--- config.mk ---
export PLATFORM = sky130hd
export DESIGN_NAME = ema_and_running_median_filter_top
export DESIGN_NICKNAME = d
export VERILOG_FILES = /design/src/sv/emf_pkg.sv /design/src/sv/emf_median.sv /design/src/sv/ema_and_running_median_filter_top.sv
export SDC_FILE = /design/constraint.sdc
export NUM_CORES = 2
export LEC_CHECK = 0
export BUFFER_PORTS_ARGS = -buffer_cell sky130_fd_sc_hd__buf_4
export CAP_MARGIN = 20
export CORE_ASPECT_RATIO = 1.25
export CORE_UTILIZATION = 45
export CTS_CLUSTER_DIAMETER = 120
export DETAILED_ROUTE_END_ITERATION = 10
export GPL_TIMING_DRIVEN = 0
export HOLD_SLACK_MARGIN = 0.12
export SKIP_LAST_GASP = 1
export SLEW_MARGIN = 20
export SYNTH_ARGS = -nofsm -noshare
export SYNTH_HDL_FRONTEND = slang
export SYNTH_SLANG_ARGS = --single-unit
--- constraint.sdc ---
create_clock -name i_clk -period 15.05 [get_ports i_clk]
set_input_delay 3.01 -clock i_clk [delete_from_list [all_inputs] [get_ports i_clk]]
set_output_delay 3.01 -clock i_clk [all_outputs]
set_load 0.01 [all_outputs]
--- src/sv/emf_pkg.sv ---
// Shared types and constants of the moving-average and median filter.
`timescale 1ns / 1ps

package emf_pkg;

    // Number of samples in the running median window.
    localparam int unsigned WINDOW_LEN = 5;
    // Width of a count that can hold zero up to the whole window length.
    localparam int unsigned CNT_W = (WINDOW_LEN < 2) ? 1 : $clog2(WINDOW_LEN + 1);

    localparam int unsigned SAMPLE_W = 16;
    localparam int unsigned ACC_W    = 32;
    localparam int unsigned GAIN_W   = 17;

    // Gain of exactly 1.0 in Q1.16 and the gain after reset (about 0.1).
    localparam logic [GAIN_W-1:0] GAIN_ONE   = 17'd65536;
    localparam logic [GAIN_W-1:0] GAIN_RESET = 17'd6554;

    typedef logic signed [SAMPLE_W-1:0] t_sample;
    typedef t_sample [WINDOW_LEN-1:0]   t_window;
    typedef logic [CNT_W-1:0]           t_count;

endpackage

--- src/sv/emf_median.sv ---
// Median selection over the valid entries of the sample window.
`timescale 1ns / 1ps

module emf_median (
    input  emf_pkg::t_window i_window,  // entry 0 is the newest sample
    input  emf_pkg::t_count  i_count,   // number of valid entries, at least one
    output emf_pkg::t_sample o_median
);

    emf_pkg::t_count rank [emf_pkg::WINDOW_LEN];
    logic            valid [emf_pkg::WINDOW_LEN];
    emf_pkg::t_count target;
    emf_pkg::t_sample sel;

    // Each valid entry gets a unique rank; ties are broken by position.
    always_comb begin
        target = i_count >> 1;
        sel    = '0;
        for (int i = 0; i < emf_pkg::WINDOW_LEN; i++) begin
            valid[i] = (emf_pkg::CNT_W'(i) < i_count);
        end
        for (int i = 0; i < emf_pkg::WINDOW_LEN; i++) begin
            rank[i] = '0;
            for (int j = 0; j < emf_pkg::WINDOW_LEN; j++) begin
                if (j != i && valid[j]) begin
                    if (($signed(i_window[j]) < $signed(i_window[i])) ||
                        ((i_window[j] == i_window[i]) && (j < i))) begin
                        rank[i] = rank[i] + emf_pkg::CNT_W'(1);
                    end
                end
            end
        end
        for (int i = 0; i < emf_pkg::WINDOW_LEN; i++) begin
            if (valid[i] && rank[i] == target) begin
                sel = sel | i_window[i];
            end
        end
    end

    assign o_median = sel;

endmodule

--- src/sv/ema_and_running_median_filter_top.sv ---
// Top level of the exponential moving average and running median filter.
`timescale 1ns / 1ps

// Usage:
// Each word on the slave stream carries one signed 16-bit sample. For every
// accepted word the block returns exactly one word on the master stream with
// the low-pass value (signed, 16 fraction bits) in the low 32 bits and the
// median of the last up to five samples in the next 16 bits.
// The first sample after reset loads the average directly; later samples move
// it toward the new sample by the smoothing gain (Q1.16, 65536 is 1.0, larger
// values act as 1.0). While the window fills, the median is the upper middle.
// The gain is written over the configuration channel, which is always ready;
// write it only while no sample is in flight.
// A word accepted sits in the input register, and its result is loaded into
// the output register and offered on the master stream once that register
// is free or being emptied. One word is accepted every cycle while the
// receiver takes results; the whole update (one 33 by 18 bit multiply and
// the five-entry ranking network) is combinational between the input and
// output registers, so the averaging loop closes through the average register.
// When the receiver stalls, the output register holds its word and the input
// register can still take one more sample; after that tready drops.
// Reset clears the average, the window fill count, the gain (back to about
// 0.1) and all valid flags; window entries are only read once written.

module ema_and_running_median_filter_top (
    input  logic        i_clk,
    input  logic        i_rst_n,
    // Slave stream. tdata: [15:0] sample.
    input  logic        i_s_tvalid,
    output logic        o_s_tready,
    input  logic [15:0] i_s_tdata,
    // Master stream. tdata: [31:0] lowpass_out, [47:32] median_out.
    output logic        o_m_tvalid,
    input  logic        i_m_tready,
    output logic [47:0] o_m_tdata,
    // Configuration write channel. data: [16:0] smoothing_gain.
    input  logic        i_cfg_valid,
    output logic        o_cfg_ready,
    input  logic [16:0] i_cfg_data
);

    // Input stage.
    logic             r_in_valid;
    emf_pkg::t_sample r_in_sample;

    // Output stage.
    logic                            r_out_valid;
    logic signed [emf_pkg::ACC_W-1:0] r_out_lowpass;
    emf_pkg::t_sample                r_out_median;

    // Filter state.
    logic signed [emf_pkg::ACC_W-1:0]  r_acc;
    logic                              r_primed;
    emf_pkg::t_window                  r_win;
    emf_pkg::t_count                   r_fill;
    logic [emf_pkg::GAIN_W-1:0]        r_gain;

    logic signed [emf_pkg::ACC_W-1:0]  n_acc;
    emf_pkg::t_window                  n_win;
    emf_pkg::t_count                   n_fill;
    emf_pkg::t_count                   w_count;
    emf_pkg::t_sample                  w_median;

    logic                              w_advance;
    logic [emf_pkg::GAIN_W-1:0]        w_gain;
    logic signed [emf_pkg::ACC_W-1:0]  w_xs;
    logic signed [emf_pkg::ACC_W:0]    w_diff;
    logic signed [50:0]                w_prod;

    // The item in the input register moves on when the output register is
    // free or is being emptied this cycle.
    assign w_advance  = r_in_valid && (!r_out_valid || i_m_tready);
    assign o_s_tready = !r_in_valid || w_advance;
    assign o_cfg_ready = 1'b1;

    // Low-pass update: acc += floor(gain * (x * 65536 - acc) / 65536).
    assign w_gain = (r_gain > emf_pkg::GAIN_ONE) ? emf_pkg::GAIN_ONE : r_gain;
    assign w_xs   = {r_in_sample, 16'd0};
    assign w_diff = (emf_pkg::ACC_W + 1)'(w_xs) - (emf_pkg::ACC_W + 1)'(r_acc);
    assign w_prod = 51'(w_diff) * 51'($signed({1'b0, w_gain}));

    always_comb begin
        if (!r_primed) begin
            n_acc = w_xs;
        end else begin
            // The result stays between the old average and the sample, so
            // the sum is exact in 32 bits.
            n_acc = r_acc + w_prod[47:16];
        end
    end

    // Window update: the newest sample enters at entry zero.
    always_comb begin
        n_win[0] = r_in_sample;
        for (int i = 1; i < emf_pkg::WINDOW_LEN; i++) begin
            n_win[i] = r_win[i-1];
        end
        if (r_fill == emf_pkg::CNT_W'(emf_pkg::WINDOW_LEN)) begin
            n_fill = r_fill;
        end else begin
            n_fill = r_fill + emf_pkg::CNT_W'(1);
        end
        w_count = n_fill;
    end

    emf_median u_median (
        .i_window (n_win),
        .i_count  (w_count),
        .o_median (w_median)
    );

    always_ff @(posedge i_clk) begin
        if (!i_rst_n) begin
            r_in_valid  <= 1'b0;
            r_out_valid <= 1'b0;
            r_acc       <= '0;
            r_primed    <= 1'b0;
            r_fill      <= '0;
            r_gain      <= emf_pkg::GAIN_RESET;
        end else begin
            if (i_cfg_valid) begin
                r_gain <= i_cfg_data;
            end
            if (o_s_tready) begin
                r_in_valid <= i_s_tvalid;
            end
            if (w_advance) begin
                r_out_valid <= 1'b1;
                r_acc       <= n_acc;
                r_primed    <= 1'b1;
                r_fill      <= n_fill;
            end else if (i_m_tready) begin
                r_out_valid <= 1'b0;
            end
        end
    end

    // Payload registers carry no reset.
    always_ff @(posedge i_clk) begin
        if (o_s_tready && i_s_tvalid) begin
            r_in_sample <= i_s_tdata;
        end
        if (w_advance) begin
            r_win         <= n_win;
            r_out_lowpass <= n_acc;
            r_out_median  <= w_median;
        end
    end

    assign o_m_tvalid = r_out_valid;
    assign o_m_tdata  = {r_out_median, r_out_lowpass};

endmodule

[Word-level counts from Yosys, hierarchy flattened]
Index checks and enable logic that the tools add are counted.
Operators by class
  add/sub/neg operators: 18
  multiply operators: 1
  order comparisons: 26
  equality and inequality tests: 16
  mux-type cells: 50
  bitwise operators: 4
  reductions and logical operators: 22
Operators with widths (count)
  less-than comparator 16 bit: 20
  == test 16 bit: 10
  2-to-1 mux 3 bit: 32
  2-to-1 mux 16 bit: 5
  OR 16 bit: 4
  multiplier 33 x 18 -> 48 bit: 1
  adder 3 x 1 -> 3 bit (second input constant): 14
  subtractor 32 x 32 -> 33 bit: 1
  adder 32 bit: 1
  2-to-1 mux 32 bit: 1
  greater-than comparator 17 bit (second input constant): 1
  2-to-1 mux 17 bit: 1
  == test 3 x 2 -> 1 bit: 5
  logical OR 1 bit: 12
  2-to-1 mux 1 bit: 11
  logical AND 1 bit: 7
  less-than comparator 1 x 3 -> 1 bit (first input constant): 2
  less-than comparator 2 x 3 -> 1 bit (first input constant): 2
  adder 1 x 1 -> 2 bit (second input constant): 2
  == test 3 bit (second input constant): 1
  less-than comparator 3 bit (first input constant): 1
  zero test 1 bit: 2
  nonzero test 2 bit: 1
Storage, ports and cells
  register bits: 183

[Logic depth before layout (Yosys ltp)]
  word-level depth: 24
  mapped depth: 46

[Hierarchy]
A second synthesis with hierarchy kept.
Unflattened totals
  cell total of the unflattened synthesis: 3624
  area, all modules: 32452.4 sq um
Modules (own cells, without submodules)
  ema_and_running_median_filter_top: times used 1, cells an instance 2930, area each 27020.9 sq um
  emf_median: times used 1, cells an instance 694, area each 5431.5 sq um

[Worst setup path after synthesis]
No wires, ideal clock.
  path type: flip-flop to flip-flop
  from: register r_acc[0] (netlist name)
  to: register r_acc[31] (netlist name)
  data arrival time: 10649 ps
  data required time: 14992 ps
  path slack: 4343 ps
  stages on the path, launching flop included: 40
  clock period less this slack: 10707 ps
  cells stage by stage: dfxtp_1 buf_2 inv_1 clkbuf_1 ha_1 nor3b_1 nand3b_1 or3_1 clkbuf_1 or4_1 xnor2_1 clkbuf_1 nand2_1 fa_1 inv_1 fa_1 fa_1 fa_1 [4 not listed] ha_1 a2111oi_0 o21ai_0 a311oi_1 o211ai_1 a311oi_1 o21ai_0 a2111oi_0 a21oi_1 xor2_1 ha_1 a21oi_1 o32a_1 o311a_1 nor3_1 xnor3_1 a211oi_1 o21a_1
Between the ends
  longest elaborated chain between the ends: 4
Ends and longest elaborated chain
  start: declaration: line ema_and_running_median_filter_top.sv:52  | logic signed [emf_pkg::ACC_W-1:0] r_acc;
  start signal: assignment: line ema_and_running_median_filter_top.sv:129  | r_acc <= n_acc;
  subtractor 32 x 32 -> 33 bit: line ema_and_running_median_filter_top.sv:79  | assign w_diff = (emf_pkg::ACC_W + 1)'(w_xs) - (emf_pkg::ACC_W + 1)'(r_acc);
  multiplier 33 x 18 -> 48 bit: line ema_and_running_median_filter_top.sv:80  | assign w_prod = 51'(w_diff) * 51'($signed({1'b0, w_gain}));
  adder 32 bit *: line ema_and_running_median_filter_top.sv:88  | n_acc = r_acc + w_prod[47:16];
  2-to-1 mux 32 bit *: line ema_and_running_median_filter_top.sv:83  | if (!r_primed) begin
Every way passes the cells marked *; elsewhere a longest branch is shown, timed or not.
A chain may end at the register's enable or synchronous reset.

[Final worst setup path]
  from: register r_acc[0] (netlist name)
  to: register r_out_lowpass[31] (netlist name) (data pin)
Between the ends
  longest elaborated chain between the ends: 4
Ends and longest elaborated chain
  subtractor 32 x 32 -> 33 bit: line ema_and_running_median_filter_top.sv:79
  multiplier 33 x 18 -> 48 bit: line ema_and_running_median_filter_top.sv:80
  adder 32 bit *: line ema_and_running_median_filter_top.sv:88
  2-to-1 mux 32 bit *: line ema_and_running_median_filter_top.sv:83
  via n_acc (one bit): line ema_and_running_median_filter_top.sv:58  | logic signed [emf_pkg::ACC_W-1:0] n_acc;
  end signal: assignment: line ema_and_running_median_filter_top.sv:145  | r_out_lowpass <= n_acc;
  end: declaration: line ema_and_running_median_filter_top.sv:48  | logic signed [emf_pkg::ACC_W-1:0] r_out_lowpass;
The timed path passes the listed nets; every way through them passes the cells marked *.

==> flow_metrics.py <==
metrics = {
    "routing": {
        "routed_wl_mm": 106,
        "drt-pass1-iter-count": 7,
        "vias": 25800,
        "ant_nets": 0,
        "viasPerCell": 5.53,
        "routedWlPerCell_um": 22.7,
        "drt_iter0_drc": 1533,
        "drc": 0,
    },
    "clock_network": {
        "clock-sinks": 183,
        "clockRootBuffer": "clkbuf_16",
        "post_cts.repair.setup_buffers": 0,
        "htreeDepth": 4,
        "cts_tree": "yes",
        "cts.reportedPaths.clkPinSlew_ns": 0.08,
        "postCtsHoldBufs": 0,
        "cts.repair.resized": 0,
        "clk-insertion-delay-late_ns": 0.48,
        "cts_made_buffers": 17,
        "clockBufferDepth": 2,
    },
    "synthesis": {
        "ys_seq_area_share_pct": 15.4,
        "synth_edf_count": 128,
        "ys_types": 82,
        "ys_ff_latch": 183,
        "syn_inst": 3610,
        "syn_nets": 4501,
        "async_flop_share_pct": 0,
        "avgSynthCellArea_sq_um": 8.90,
        "synthesis.area_sq_mm": 0.0321,
        "yosys_warnings": 0,
        "synthFlopType": "edfxtp_1",
    },
    "timing": {
        "slew_viol_final": 0,
        "finalClockSkew_ns": 0.0144,
        "tns_ns": 0,
        "fin_crit_sh_pct": 97.8,
        "setup_viol": 0,
        "fmax_ghz": 0.0679,
        "period_needed_ns": 14.72,
        "relSlewSlack_pct": 13.6,
        "worstMarginPinSlew_ns": 1.28,
        "worst_slack_ns": 0.328,
        "rsz0062_at_grt": "false",
        "hold_violations": 0,
    },
    "setup_path": {
        "start_kind": "flip-flop",
        "rrSetupSlack_ns": 0.33,
        "worstPathArrival_ns": 14.97,
        "path_delay_family": "adder cells",
        "crit_top_cell": "fa_1",
        "end_kind": "flip-flop",
        "path_class": "flip-flop to flip-flop",
        "worstPathRequired_ns": 15.30,
        "critical_path_buf_inv_count": 9,
        "crit_path_max_incr_delay_ns": 0.72,
        "r2r-start": "r_acc[0]",
        "r2r_cells": 40,
        "worstReg2RegEnd": "r_out_lowpass[31]",
        "cp_slowest_cell": "clkbuf_1",
        "crit_fanout": 10,
    },
    "final_layout": {
        "nFillCells": 7025,
        "final_core_utilization_pct": 49.1,
        "regArea_sq_mm": 0.00494,
        "area_growth_pct": 7.93,
        "antenna_cells": 0,
        "drive_gt1_share_pct": 4.34,
        "multi_input_area_sq_mm": 0.0240,
        "final_nets": 4608,
    },
    "global_routing": {
        "grt_pass1_vias": 27200,
        "overflow": 0,
        "grt_pass1_wl_mm": 161,
        "grt_max_degree": 56,
        "grt_antenna_before_repair": 0,
        "grt_usage_pct": 30.5,
    },
    "min_path": {
        "hold_class": "flip-flop to flip-flop",
        "hp-start": "n_win[46]",
        "holdPathStages": 0,
        "hold_end": "n_win[62]",
    },
    "placement": {
        "io_buffer_count": 86,
        "place.gp.congestion": 0.997,
        "pre_cts_slack_ns": 0.212,
        "dpl.hpwl_mm": 90.0,
    },
    "die": {
        "core-area_sq_mm": 0.0706,
        "ios": 89,
        "die_h_um": 301,
        "initial_utilization_pct": 45.5,
        "die_w_um": 241,
        "rows": 109,
        "die-area_sq_mm": 0.0725,
    },
    "run_status": {
        "run_status": "finished, final reports clean",
    },
    "run": {
        "maxCapViolCount": 0,
    },
}
[routing by layer]
layer	wire, um	vias up	global-route usage, %
li1	-	11700	-
met2	53300	900	53.4
met4	8970	0	22.3
met3	5150	314	3.15
met1	38800	12900	34.2
met5	0	-	0
[state kept, by name, summed over array words and instances, names as in the netlist]
signal         flops
r_fill             3
r_in_sample       16
o_m_tvalid         1
r_in_valid         1
r_out_lowpass     32
r_acc             32
r_primed           1
n_win             64
r_gain            17
r_out_median      16
[through the flow]
step           cells  area (sq um)  hold WS [ns]
6_report        4673         34700         0.485
5_1_grt         4673         34700         0.496
4_1_cts         4673         34700         0.478
3_5_place_dp    4641         34100         0.466
3_3_place_gp    4639         34000         0.462
2_1_floorplan   3610         32100         0.450
[how the worst max path moves through the flow]
stage,startpoint,to,cells after the start
6_report,r_acc[0],r_out_lowpass[31],40
5_1_grt,r_acc[0],r_out_lowpass[31],40
4_1_cts,r_acc[0],r_out_lowpass[31],40
3_5_place_dp,r_acc[0],r_out_lowpass[31],40
3_3_place_gp,r_acc[0],r_out_lowpass[31],40
2_1_floorplan,r_acc[0],r_acc[31],39
[cell families after synthesis]
logic type               share of synthesized area [%]
XOR/XNOR                                          3.59
adder cells (fa/ha/maj)                           45.3
AO/OA/AOI/OAI                                     9.82
buffers and inverters                             10.1
AND/OR/NAND/NOR                                   14.6
multiplexers                                      1.21
other                                           0.0117
flip-flops                                        15.4
[cell usage in the layout, fill, tap and decap left out, types with 13 or more instances in the layout]
| cell | Yosys | layout |
|---|---|---|
| clkbuf_1 | 106 | 105 |
| nor3_1 | 32 | 32 |
| buf_4 | 1 | 87 |
| mux2i_1 | 31 | 31 |
| dfxtp_1 | 55 | 55 |
| o21ai_0 | 78 | 78 |
| nand3_1 | 34 | 34 |
| nor4_1 | 15 | 14 |
| xnor2_1 | 77 | 72 |
| nand2b_1 | 26 | 26 |
| nand2_1 | 418 | 418 |
| edfxtp_1 | 128 | 128 |
| nor2b_1 | 31 | 31 |
| a21o_1 | 43 | 43 |
| nand4_1 | 31 | 31 |
| o211ai_1 | 35 | 35 |
| nor2_1 | 388 | 388 |
| o21a_1 | 24 | 24 |
| a21oi_1 | 128 | 128 |
| xor2_1 | 47 | 43 |
| clkbuf_16 | 0 | 17 |
| and3_1 | 16 | 16 |
| inv_1 | 743 | 743 |
| ha_1 | 338 | 338 |
| or3_1 | 13 | 13 |
| a211oi_1 | 20 | 20 |
| a22oi_1 | 34 | 34 |
| fa_1 | 515 | 515 |
| and2_1 | 27 | 27 |
[cell usage after synthesis (6+ instances only)]
master | n | share of area (%)
inv_1 | 743 | 8.7
fa_1 | 515 | 32
nand2_1 | 418 | 4.9
nor2_1 | 388 | 4.5
ha_1 | 338 | 13
a21oi_1 | 128 | 2.0
edfxtp_1 | 128 | 12
clkbuf_1 | 106 | 1.2
o21ai_0 | 78 | 1.2
xnor2_1 | 77 | 2.1
dfxtp_1 | 55 | 3.4
xor2_1 | 47 | 1.3
a21o_1 | 43 | 1.0
o211ai_1 | 35 | 0.82
a22oi_1 | 34 | 0.79
nand3_1 | 34 | 0.53
nor3_1 | 32 | 0.50
mux2i_1 | 31 | 0.97
nand4_1 | 31 | 0.60
nor2b_1 | 31 | 0.60
and2_1 | 27 | 0.53
nand2b_1 | 26 | 0.51
o21a_1 | 24 | 0.56
a211oi_1 | 20 | 0.47
and3_1 | 16 | 0.31
nor4_1 | 15 | 0.29
or3_1 | 13 | 0.25
a31oi_1 | 12 | 0.23
o21bai_1 | 11 | 0.26
a211o_1 | 8 | 0.22
a221oi_1 | 8 | 0.22
and4_1 | 8 | 0.22
a2111oi_0 | 7 | 0.19
mux2_2 | 7 | 0.25
or4_1 | 7 | 0.16
a311oi_1 | 6 | 0.16
buf_1 | 6 | 0.070
or2_2 | 6 | 0.12
[cell type report]
class	instances	share of cell area (%)
multi-input cells	2564	69.3
flip-flops and latches	183	14.3
inverters	747	8.09
well taps	943	3.40
repair buffers	88	2.02
plain buffers	116	1.29
clock buffers	17	1.23
clock inverters	15	0.401
[worst reg2reg max path: cells and delay by family (launching register included)]
family                     cells  cell delay, ns
xor gates and xnor gates       2            0.90
buffers and inverters          9            2.06
AOI/OAI and AO/OA             10            3.60
adders and majority gates      9            4.01
and+or+nand+nor               10            3.59
DFF                            1            0.32
Power is left out: the tool's default activity adds up to more than one toggle a clock period on the data nets, which glitch-free logic cannot reach.
